[src/sv/cspid_pkg.sv]
// Shared types, constants and helpers for the cascaded steering and speed PID.
package cspid_pkg;

  localparam int DUTY_MAX      = 10000;
  localparam int ENCODER_SCALE = 20;
  localparam int CAP_WIDE      = 16000;
  localparam int CAP_NARROW    = 2000;

  // Shared multiplier: unsigned 16-bit gain (as 17-bit signed) times 33-bit signed operand.
  localparam int MUL_A_W = 17;
  localparam int MUL_B_W = 33;
  localparam int PROD_W  = MUL_A_W + MUL_B_W;
  // Three products summed: two guard bits above the product.
  localparam int ACC_W   = PROD_W + 2;

  typedef enum logic [2:0] {
    REG_STEER_TARGET = 3'd0,
    REG_STEER_KP     = 3'd1,
    REG_STEER_KI     = 3'd2,
    REG_STEER_KD     = 3'd3,
    REG_SPEED_KP     = 3'd4,
    REG_SPEED_KI     = 3'd5,
    REG_SPEED_KD     = 3'd6,
    REG_BASE_SPEED   = 3'd7
  } cfg_reg_t;

  typedef struct packed {
    logic signed [15:0] steer_error;
    logic signed [15:0] encoder_left;
    logic signed [15:0] encoder_right;
    logic               wide_limit;
  } item_t;

  typedef struct packed {
    logic        [13:0] duty_left;
    logic        [13:0] duty_right;
    logic signed [31:0] steer_correction;
    logic signed [31:0] target_left;
    logic signed [31:0] target_right;
  } result_t;

  // Saturate a wide signed value to signed 32 bits.
  function automatic logic signed [31:0] sat32(input logic signed [ACC_W-1:0] v);
    logic fits;
    fits = (v[ACC_W-1:31] == {(ACC_W-31){1'b0}}) || (v[ACC_W-1:31] == {(ACC_W-31){1'b1}});
    if (fits) begin
      return v[31:0];
    end else if (v[ACC_W-1]) begin
      return 32'sh8000_0000;
    end else begin
      return 32'sh7FFF_FFFF;
    end
  endfunction

  // Clamp a PID output to the duty range 0..DUTY_MAX.
  function automatic logic [13:0] to_duty(input logic signed [31:0] v);
    logic [13:0] d;
    if (v <= 32'sd0) begin
      d = 14'd0;
    end else if (v >= 32'(DUTY_MAX)) begin
      d = 14'(DUTY_MAX);
    end else begin
      d = v[13:0];
    end
    return d;
  endfunction

endpackage

[src/sv/cascade_steering_speed_pid.sv]
// Cascaded steering and speed PID: one shared multiplier under a small sequencer.
// One control tick per item beat. The outer steering PID turns steer_error into a
// correction; left target = base_speed - correction, right = base_speed + correction
// (both saturated to 32 bits). Each wheel then runs a speed PID against
// encoder * ENCODER_SCALE, with its error sum capped above at 16000 (wide_limit = 1)
// or 2000, and a duty clamped to 0..DUTY_MAX. Gains are unsigned Q8.8; each PID sums
// its three products exactly and floors the sum by 256. All nine products go through
// one 17 x 33 bit multiplier, one product per cycle, feeding a 52-bit accumulator.
// Steps: steering error; P, I and D multiplies and a finish for the steering loop;
// target, wheel error and wheel sum; multiplies and finish for the left, then the right
// wheel. item_ready is high only while the sequencer is idle, so a new item is taken
// only after the previous one has written its result. The result sits in an output
// register, so a new item is taken while the previous result waits; the sequencer only
// holds at the final step if the earlier result has still not been taken. cfg_ready is
// always high; configuration is meant to be written while the block is idle.
module cascade_steering_speed_pid (
  input  logic                  clk,
  input  logic                  rst,
  input  logic                  item_valid,
  output logic                  item_ready,
  input  cspid_pkg::item_t      item_data,
  output logic                  result_valid,
  input  logic                  result_ready,
  output cspid_pkg::result_t    result_data,
  input  logic                  cfg_valid,
  output logic                  cfg_ready,
  input  cspid_pkg::cfg_reg_t   cfg_index,
  input  logic [15:0]           cfg_data
);

  localparam int ACC_W   = cspid_pkg::ACC_W;
  localparam int PROD_W  = cspid_pkg::PROD_W;
  localparam int MUL_A_W = cspid_pkg::MUL_A_W;
  localparam int MUL_B_W = cspid_pkg::MUL_B_W;

  typedef enum logic [2:0] {
    ST_IDLE,
    ST_STEER_ERR,
    ST_MUL,
    ST_FIN,
    ST_TARGET,
    ST_WHEEL_ERR,
    ST_WHEEL_SUM
  } state_t;

  typedef enum logic [1:0] {
    LOOP_STEER,
    LOOP_LEFT,
    LOOP_RIGHT
  } loop_t;

  typedef enum logic [1:0] {
    TERM_P,
    TERM_I,
    TERM_D
  } term_t;

  state_t state;
  loop_t  loop;
  term_t  term;

  // Configuration registers
  logic signed [15:0] steer_target;
  logic [15:0]        steer_kp, steer_ki, steer_kd;
  logic [15:0]        speed_kp, speed_ki, speed_kd;
  logic [15:0]        base_speed;

  // Loop state
  logic signed [31:0] steer_integral;
  logic signed [16:0] steer_last_error;
  logic signed [31:0] left_error_sum, left_last_error;
  logic signed [31:0] right_error_sum, right_last_error;

  // Per-item working registers
  cspid_pkg::item_t   item;
  logic signed [17:0] steer_d;
  logic signed [31:0] corr, target_l, target_r;
  logic signed [31:0] err_l, err_r;
  logic signed [32:0] d_l, d_r;
  logic [13:0]        duty_l;
  logic signed [PROD_W-1:0] prod;
  logic signed [ACC_W-1:0]  acc;

  // Combinational datapath
  logic signed [16:0]        e_steer;
  logic signed [32:0]        integ_sum;
  logic signed [33:0]        scl_l, scl_r;
  logic signed [MUL_A_W-1:0] mul_a;
  logic signed [MUL_B_W-1:0] mul_b;
  logic [15:0]               gain;
  logic signed [ACC_W-1:0]   fin_sum;
  logic signed [31:0]        fin_res;
  logic                      out_free;
  logic                      result_load;

  // Sum update: add, cap from above, saturate from below.
  function automatic logic signed [31:0] sum_cap(input logic signed [31:0] sum,
                                                 input logic signed [31:0] e,
                                                 input logic wide);
    logic signed [32:0] s;
    logic signed [32:0] cap;
    s   = 33'(sum) + 33'(e);
    cap = wide ? 33'(cspid_pkg::CAP_WIDE) : 33'(cspid_pkg::CAP_NARROW);
    if (s >= cap) begin
      return cap[31:0];
    end else if (s[32] != s[31]) begin
      return 32'sh8000_0000;
    end else begin
      return s[31:0];
    end
  endfunction

  assign item_ready  = (state == ST_IDLE);
  assign cfg_ready   = 1'b1;
  assign out_free    = !result_valid || result_ready;
  // final step writes a new result beat this cycle
  assign result_load = (state == ST_FIN) && (loop == LOOP_RIGHT) && out_free;

  assign e_steer   = 17'(steer_target) - 17'(item.steer_error);
  assign integ_sum = 33'(steer_integral) + 33'(e_steer);
  assign scl_l     = 34'(item.encoder_left) * 34'(cspid_pkg::ENCODER_SCALE);
  assign scl_r     = 34'(item.encoder_right) * 34'(cspid_pkg::ENCODER_SCALE);

  // Operand select for the shared multiplier
  always_comb begin
    gain  = 16'd0;
    mul_b = '0;
    case (term)
      TERM_P: gain = (loop == LOOP_STEER) ? steer_kp : speed_kp;
      TERM_I: gain = (loop == LOOP_STEER) ? steer_ki : speed_ki;
      TERM_D: gain = (loop == LOOP_STEER) ? steer_kd : speed_kd;
      default: gain = 16'd0;
    endcase
    case (loop)
      LOOP_STEER: begin
        case (term)
          TERM_P:  mul_b = MUL_B_W'(steer_last_error);
          TERM_I:  mul_b = MUL_B_W'(steer_integral);
          TERM_D:  mul_b = MUL_B_W'(steer_d);
          default: mul_b = '0;
        endcase
      end
      LOOP_LEFT: begin
        case (term)
          TERM_P:  mul_b = MUL_B_W'(left_last_error);
          TERM_I:  mul_b = MUL_B_W'(left_error_sum);
          TERM_D:  mul_b = d_l;
          default: mul_b = '0;
        endcase
      end
      LOOP_RIGHT: begin
        case (term)
          TERM_P:  mul_b = MUL_B_W'(right_last_error);
          TERM_I:  mul_b = MUL_B_W'(right_error_sum);
          TERM_D:  mul_b = d_r;
          default: mul_b = '0;
        endcase
      end
      default: mul_b = '0;
    endcase
    mul_a = $signed({1'b0, gain});
  end

  // Last product folded in, floor by 256, saturate.
  assign fin_sum = acc + ACC_W'(prod);
  assign fin_res = cspid_pkg::sat32(fin_sum >>> 8);

  always_ff @(posedge clk) begin
    if (rst) begin
      state            <= ST_IDLE;
      loop             <= LOOP_STEER;
      term             <= TERM_P;
      result_valid     <= 1'b0;
      steer_target     <= '0;
      steer_kp         <= '0;
      steer_ki         <= '0;
      steer_kd         <= '0;
      speed_kp         <= '0;
      speed_ki         <= '0;
      speed_kd         <= '0;
      base_speed       <= '0;
      steer_integral   <= '0;
      steer_last_error <= '0;
      left_error_sum   <= '0;
      left_last_error  <= '0;
      right_error_sum  <= '0;
      right_last_error <= '0;
    end else begin
      if (result_valid && result_ready && !result_load) begin
        result_valid <= 1'b0;
      end

      if (cfg_valid && cfg_ready) begin
        case (cfg_index)
          cspid_pkg::REG_STEER_TARGET: steer_target <= $signed(cfg_data);
          cspid_pkg::REG_STEER_KP:     steer_kp     <= cfg_data;
          cspid_pkg::REG_STEER_KI:     steer_ki     <= cfg_data;
          cspid_pkg::REG_STEER_KD:     steer_kd     <= cfg_data;
          cspid_pkg::REG_SPEED_KP:     speed_kp     <= cfg_data;
          cspid_pkg::REG_SPEED_KI:     speed_ki     <= cfg_data;
          cspid_pkg::REG_SPEED_KD:     speed_kd     <= cfg_data;
          cspid_pkg::REG_BASE_SPEED:   base_speed   <= cfg_data;
          default: ;
        endcase
      end

      case (state)
        ST_IDLE: begin
          if (item_valid) begin
            item  <= item_data;
            state <= ST_STEER_ERR;
          end
        end
        // Steering error, integral and derivative in one step
        ST_STEER_ERR: begin
          steer_integral   <= cspid_pkg::sat32(ACC_W'(integ_sum));
          steer_d          <= 18'(e_steer) - 18'(steer_last_error);
          steer_last_error <= e_steer;
          loop             <= LOOP_STEER;
          term             <= TERM_P;
          state            <= ST_MUL;
        end
        // One product per cycle; the previous product is accumulated
        ST_MUL: begin
          prod <= mul_a * mul_b;
          case (term)
            TERM_P: begin
              acc  <= '0;
              term <= TERM_I;
            end
            TERM_I: begin
              acc  <= ACC_W'(prod);
              term <= TERM_D;
            end
            TERM_D: begin
              acc   <= acc + ACC_W'(prod);
              state <= ST_FIN;
            end
            default: term <= TERM_P;
          endcase
        end
        ST_FIN: begin
          case (loop)
            LOOP_STEER: begin
              corr  <= fin_res;
              state <= ST_TARGET;
            end
            LOOP_LEFT: begin
              duty_l <= cspid_pkg::to_duty(fin_res);
              loop   <= LOOP_RIGHT;
              term   <= TERM_P;
              state  <= ST_MUL;
            end
            LOOP_RIGHT: begin
              // hold here only while the previous result is still unread
              if (out_free) begin
                result_data.duty_left        <= duty_l;
                result_data.duty_right       <= cspid_pkg::to_duty(fin_res);
                result_data.steer_correction <= corr;
                result_data.target_left      <= target_l;
                result_data.target_right     <= target_r;
                result_valid                 <= 1'b1;
                state                        <= ST_IDLE;
              end
            end
            default: state <= ST_IDLE;
          endcase
        end
        ST_TARGET: begin
          target_l <= cspid_pkg::sat32(ACC_W'($signed({1'b0, base_speed})) - ACC_W'(corr));
          target_r <= cspid_pkg::sat32(ACC_W'($signed({1'b0, base_speed})) + ACC_W'(corr));
          state    <= ST_WHEEL_ERR;
        end
        ST_WHEEL_ERR: begin
          err_l <= cspid_pkg::sat32(ACC_W'(target_l) - ACC_W'(scl_l));
          err_r <= cspid_pkg::sat32(ACC_W'(target_r) - ACC_W'(scl_r));
          state <= ST_WHEEL_SUM;
        end
        ST_WHEEL_SUM: begin
          left_error_sum   <= sum_cap(left_error_sum, err_l, item.wide_limit);
          right_error_sum  <= sum_cap(right_error_sum, err_r, item.wide_limit);
          d_l              <= 33'(err_l) - 33'(left_last_error);
          d_r              <= 33'(err_r) - 33'(right_last_error);
          left_last_error  <= err_l;
          right_last_error <= err_r;
          loop             <= LOOP_LEFT;
          term             <= TERM_P;
          state            <= ST_MUL;
        end
        default: state <= ST_IDLE;
      endcase
    end
  end

  // Duties stay inside the clamp range.
  a_duty_range: assert property (@(posedge clk) disable iff (rst)
    result_valid |-> (result_data.duty_left <= 14'(cspid_pkg::DUTY_MAX))
                  && (result_data.duty_right <= 14'(cspid_pkg::DUTY_MAX)))
    else $error("duty out of range");

  // An accepted item keeps the block busy on the next cycle.
  a_busy_after_accept: assert property (@(posedge clk) disable iff (rst)
    (item_valid && item_ready) |=> !item_ready)
    else $error("item taken while busy");

  // Speed error sums never pass the wide cap.
  a_sum_cap: assert property (@(posedge clk) disable iff (rst)
    (left_error_sum <= 32'(cspid_pkg::CAP_WIDE))
    && (right_error_sum <= 32'(cspid_pkg::CAP_WIDE)))
    else $error("error sum above cap");

  // A pending unread result stalls the final step instead of being overwritten.
  a_hold_final: assert property (@(posedge clk) disable iff (rst)
    (state == ST_FIN && loop == LOOP_RIGHT && result_valid && !result_ready)
    |=> (state == ST_FIN) && result_valid)
    else $error("result overwritten");

endmodule

[config.mk]
export PLATFORM = sky130hd
export DESIGN_NAME = cascade_steering_speed_pid
export DESIGN_NICKNAME = d
export VERILOG_FILES = /design/src/sv/cspid_pkg.sv /design/src/sv/cascade_steering_speed_pid.sv
export SDC_FILE = /design/constraint.sdc
export NUM_CORES = 2
export LEC_CHECK = 0
export BUFFER_PORTS_ARGS = -buffer_cell sky130_fd_sc_hd__buf_2
export CAP_MARGIN = 10
export CORE_MARGIN = 3
export CORE_UTILIZATION = 40
export CTS_CLUSTER_SIZE = 8
export DETAILED_ROUTE_END_ITERATION = 8
export GPL_ROUTABILITY_DRIVEN = 0
export SYNTH_ARGS = -nofsm -noshare
export SYNTH_HDL_FRONTEND = slang
export SYNTH_SLANG_ARGS = --single-unit
export TNS_END_PERCENT = 100
[constraint.sdc]
create_clock -name clk -period 59.1 [get_ports clk]
set_input_delay 17.73 -clock clk [delete_from_list [all_inputs] [get_ports clk]]
set_output_delay 17.73 -clock clk [all_outputs]
set_load 0.02 [all_outputs]
# Yosys cells after proc, flatten, opt, wreduce, memory -nomap -nowiden
# Cells that the tools add are included.
# op_classes
mux	42
multipliers	3
n_addsub	12
reduce_logical	48
n_shift	0
magnitude_cmp	4
div_mod_pow	0
eq_ne	30
n_bitwise	1
# ops
op	count
32-bit two-way mux	16
33-bit one-hot mux with 3 select lines	4
52-bit one-hot mux with 3 select lines	1
21-bit equality test (second input constant)	6
21-bit zero test	6
32-bit by 32-bit adder with 33-bit output	2
32-bit by 22-bit subtractor with 33-bit output	2
32-bit by 32-bit subtractor with 33-bit output	2
52-bit by 50-bit adder with 52-bit output	1
17-bit by 33-bit multiplier with 50-bit output	1
16-bit two-way mux	3
16-bit one-hot mux with 3 select lines	1
14-bit two-way mux	3
16-bit by 4-bit multiplier with 20-bit output (second input constant)	2
17-bit by 32-bit adder with 33-bit output	1
32-bit by 17-bit adder with 33-bit output	1
33-bit by 15-bit greater-or-equal comparator with 1-bit output	1
33-bit greater-or-equal comparator	1
17-bit by 32-bit subtractor with 33-bit output	1
32-bit by 15-bit greater-or-equal comparator with 1-bit output (second input constant)	1
32-bit by 1-bit <= comparator with 1-bit output (second input constant)	1
2-bit AND reduction	14
3-bit equality test (second input constant)	7
2-bit one-hot mux with 3 select lines	3
other kinds (25)	59
# word_totals
latch_bits	0
word_cells	178
mem_bits_ro	0
in_bits	73
regBits	846
ramBits	0
out_inout_bits	127
n_memories	0

# Depth between registers and ports, before layout
# depth
depth_word	9
mapped_depth	38
ltp_nobuf	34

# Worst setup path before layout
# No wires, ideal clock.
# synth_path
kind	input to register
startpoint	input rst
endpoint	register result_data[0] in the netlist's numbering, enable pin
stages	3
setup_slack_ps	28316
arrival_ps	29873
setup_time_ps	911
t_required_ps	58189
path_buffers	2
cell_sequence	clkbuf_1 -> clkbuf_1 -> nor4_1
# synth_via
elab_chain_len	2
# synth_rtl
element	line	text
start, declared	cascade_steering_speed_pid.sv:18	input logic rst,
1-bit inverter (no line)	-	
4-bit AND reduction (no line)	-	
end, declared	cascade_steering_speed_pid.sv:24	output cspid_pkg::result_t result_data,
# No other way between the ends.
# A chain may end at the register's enable or synchronous reset.

# Worst setup path in the final report
# layout_path
startpoint	register state[1]
endpoint	output item_ready
# layout_via
elab_chain_len	1
# layout_rtl
element	line	text
start, declared	cascade_steering_speed_pid.sv:58	state_t state;
start signal, assigned	cascade_steering_speed_pid.sv:170	state <= ST_IDLE;
start signal, assigned	cascade_steering_speed_pid.sv:211	state <= ST_STEER_ERR;
start signal, assigned	cascade_steering_speed_pid.sv:221	state <= ST_MUL;
3-bit zero test	cascade_steering_speed_pid.sv:113	assign item_ready = (state == ST_IDLE);
end, declared	cascade_steering_speed_pid.sv:20	output logic item_ready,
# No other way between the ends.

==> Implementation_results.wiki <==
{| class="wikitable"
! Metric !! Value
|-
| Run status || finished, violations left
|-
| Failing checks || design-rule violations
|-
| Simple logic cell fraction of the synthesized area || 14.43%
|-
| Startpoint kind of the worst setup timing path || flip-flop
|-
| TritonCTS clock tree || yes
|-
| Number of antenna violations at the first check in global routing || 1
|-
| Pint || 1.255 mW
|-
| Root buffer cell || sky130_fd_sc_hd__clkbuf_16
|-
| Cts bufs inserted || 119
|-
| Number of warnings issued by yosys || 0
|-
| Area inside the core boundary || 170400 um2
|-
| Commonest cells post-synth || 1028 x sky130_fd_sc_hd__nand2_1, 912 x sky130_fd_sc_hd__inv_1, 586 x sky130_fd_sc_hd__a21oi_1, 533 x sky130_fd_sc_hd__edfxtp_1, 532 x sky130_fd_sc_hd__ha_1
|-
| Post-DP HPWL || 164.6 mm
|-
| Worst path setup slack after routing || 39.17 ns
|-
| Number of synthesized flops with an enable pin || 533
|-
| Routed via count || 55623
|-
| Average cell area after synthesis || 9.144 um2
|-
| Crit. End Element || primary output
|-
| Compound-cell area share of the yosys netlist || 16.38%
|-
| Worst-path clk slew || 0.06 ns
|-
| Setup repair after global routing missed its margin || false
|-
| Layout net count || 8731
|-
| Count of cell types in the netlist || 102
|-
| Post-route antenna net violation count || 0
|-
| Clock skew || 0.09025 ns
|-
| Mux cell area share after synthesis || 0.5998%
|-
| Number of hold violations in the final report || 0
|-
| Cell area after layout || 75850 um2
|-
| Count of cells resized by post-cts repair || 0
|-
| Area share of fa/ha/maj cells after synthesis || 24.79%
|-
| Path type of the worst min-delay path || flip-flop to flip-flop
|-
| FF+latch count, synth || 846
|-
| Standard cell with the maximum stage delay on the critical path || sky130_fd_sc_hd__nor3_1
|-
| Part of the power in registers || 35.2%
|-
| Initial detailed-routing violation count || 5264
|-
| Netlist area before placement || 69040 um2
|-
| DR WL/cell || 21.73 um
|-
| Instance area at placement || 72430 um2
|-
| DRC Markers || 2
|-
| PwrDens || 25.89 nW/um2
|-
| Die H || 421.5 um
|-
| Switching power as a share of total power || 36.11%
|-
| Number of fillers in the final layout || 16475
|-
| Fmax achieved || 50.17 MHz
|-
| Data arrival time of the worst path || 2.20 ns
|-
| Critical Path RT || 41.37 ns
|-
| Fraction of synthesized cell area taken by the top area cell type || 23.18%
|-
| Global-route congestion overflow total || 0
|-
| I/O pin cnt || 200
|-
| Sum of negative setup slack || 0 ns
|-
| Row cnt || 151
|-
| Main combinational cell family by area after synthesis || adder cells
|-
| Final critical-path required period || 19.93 ns
|-
| Number of global-route vias before repair || 55117
|-
| Period Utilization, post-route || 33.73%
|-
| CTS Hold Buffers Added || 0
|-
| Total of buffers placed on input and output ports || 198
|-
| Sinks on the clock net || 846
|-
| Post-synthesis cell type with the largest combined area || sky130_fd_sc_hd__edfxtp_1
|-
| Synthesized instance count || 7551
|-
| Initial standard-cell utilization of the core || 40.52%
|-
| Part of the power in combinational logic || 32.2%
|-
| Maximum number of pins on one net before global-route repair || 94
|-
| Synthesized netlist net count || 8673
|-
| All-Layer GR Usage || 23.87%
|-
| Final setup violation count || 0
|-
| Power Total || 1.964 mW
|-
| Worst slack, placed || 38.65 ns
|-
| Critical Path, Cell by Cell || nor3_1 -> buf_2
|-
| Placed cell count || 9781
|-
| Maximum vdd ir drop || 0.02623 mV
|-
| Synth-to-Final Area Change || 9.860%
|-
| Insertion delay to the later sink of the worst-skew pair || 0.78 ns
|-
| Die W || 421.5 um
|-
| Most frequently used cell type in the post-synthesis netlist || sky130_fd_sc_hd__nand2_1
|-
| Top area cells in the synthesized netlist || sky130_fd_sc_hd__edfxtp_1 23%, sky130_fd_sc_hd__fa_1 15%, sky130_fd_sc_hd__ha_1 9.6%
|-
| Core Util, Final || 44.51%
|-
| Buffers from clock root to sink, at most || 3
|-
| Final Max Tran Viols || 0
|-
| Net load switching power || 0.7093 mW
|-
| Count of placed standard cells in the final layout, fillers left out || 9961
|-
| Delay of the slowest critical-path stage || 0.62 ns
|-
| Post-synthesis sequential area ratio || 32.26%
|-
| Critical path type || flip-flop to primary output
|-
| Iteration count of the initial detailed-routing pass || 9
|-
| Top FF cell, synth || sky130_fd_sc_hd__edfxtp_1
|-
| First-pass GRT wire length || 330.9 mm
|-
| Share of flip-flops with an asynchronous set or reset after synthesis || 0%
|-
| Clock share of power || 32.6%
|-
| Hold Worst Slack || 0.4153 ns
|-
| Maximum level of the CTS H-tree || 3
|-
| Maximum fanout along the worst path || 17
|-
| Setup Buffers After CTS || 0
|-
| Fraction of layout cells with a size suffix above 1 || 7.138%
|-
| Worst slew pin tran || 1.316 ns
|-
| Max-Cap Viols || 0
|-
| Die area || 177600 um2
|-
| Post-Synth XOR/XNOR Area || 4.552%
|-
| Average via count per standard cell || 5.584
|-
| Slew margin rel. || 11.97%
|-
| Sum of routed wire length over all layers || 216.4 mm
|-
| Static Leakage || 31.15 nW
|}
[registers in the layout, indices dropped and copies added, names as in the netlist, 17 cells and up]
signal            count
left_last_error      32
result_data         124
steer_last_error     17
d_l                  33
corr                 32
target_l             32
left_error_sum       32
steer_integral       32
prod                 50
target_r             32
item                 49
acc                  52
steer_d              18
d_r                  33
err_l                32
right_error_sum      32
err_r                32
right_last_error     32
[worst max-delay path, delay by kind of cell, from the launching register on]
kind          cells  cell delay [ns]
simple gates      1             0.62
flops             1             0.53
buf+inv           1             0.30
[cells in the final DEF, fill, tap and decap left out, types with 123 or more instances in the layout]
master	synthesis	layout
sky130_fd_sc_hd__dfxtp_1	313	312
sky130_fd_sc_hd__o21ai_0	309	309
sky130_fd_sc_hd__nand2_1	1028	1027
sky130_fd_sc_hd__ha_1	532	528
sky130_fd_sc_hd__a21oi_1	586	586
sky130_fd_sc_hd__a21o_1	129	129
sky130_fd_sc_hd__inv_1	912	911
sky130_fd_sc_hd__buf_2	6	197
sky130_fd_sc_hd__edfxtp_1	533	533
sky130_fd_sc_hd__fa_1	517	517
sky130_fd_sc_hd__nor2b_1	125	123
sky130_fd_sc_hd__nor2_1	493	488
sky130_fd_sc_hd__xnor2_1	237	237
[worst paths after layout]
| kind | from | to | slack, ns | depth (start not counted) |
|---|---|---|---|---|
| worst max-delay path | state[1] | item_ready | 39.17 | 2 |
| worst min register to register | duty_l[6] | result_data[116] | 0.42 | 0 |
| worst min-delay path | duty_l[6] | result_data[116] | 0.42 | 0 |
| worst max register to register | term[0] | prod[48] | 47.98 | 34 |
[cells by family after synthesis]
kind of cell | count (synthesis)
simple gates | 2209
compound gates | 1763
flops | 846
other cells | 1
xor+xnor | 358
fa+ha+maj | 1060
buf+inv | 1275
mux | 39
[area by class of cell]
cell class / count / area (um2) / share of cell area [%]
multi-input combinational: 5430 / 42120 / 55.53
timing repair buffer: 296 / 1734 / 2.286
tap: 2295 / 2872 / 3.786
clock buffer: 162 / 3169 / 4.178
sequential: 846 / 22270 / 29.36
antenna: 3 / 7.507 / 0.009897
inverter: 916 / 3438 / 4.533
clock inverter: 13 / 237.7 / 0.3134
[power by group through the flow]
stage,Combinational [mW],Clock [mW],Sequential (mW)
3_3_place_gp,0.613,0,0.702
2_1_floorplan,0.425,0,0.691
6_report,0.632,0.641,0.691
4_1_cts,0.625,0.652,0.691
3_5_place_dp,0.620,0,0.702
5_1_grt,0.691,0.678,0.692
[routing by layer]
layer | vias to the layer above | global-route usage, % | share of wire, %
met3 | 397 | 4.178 | 7.2
met2 | 1984 | 39.10 | 47
met5 | - | 0 | 0
li1 | 25928 | - | -
met4 | 0 | 10.99 | 5.1
met1 | 27314 | 30.75 | 41
No activity file was read; power rests on OpenSTA's default activity.
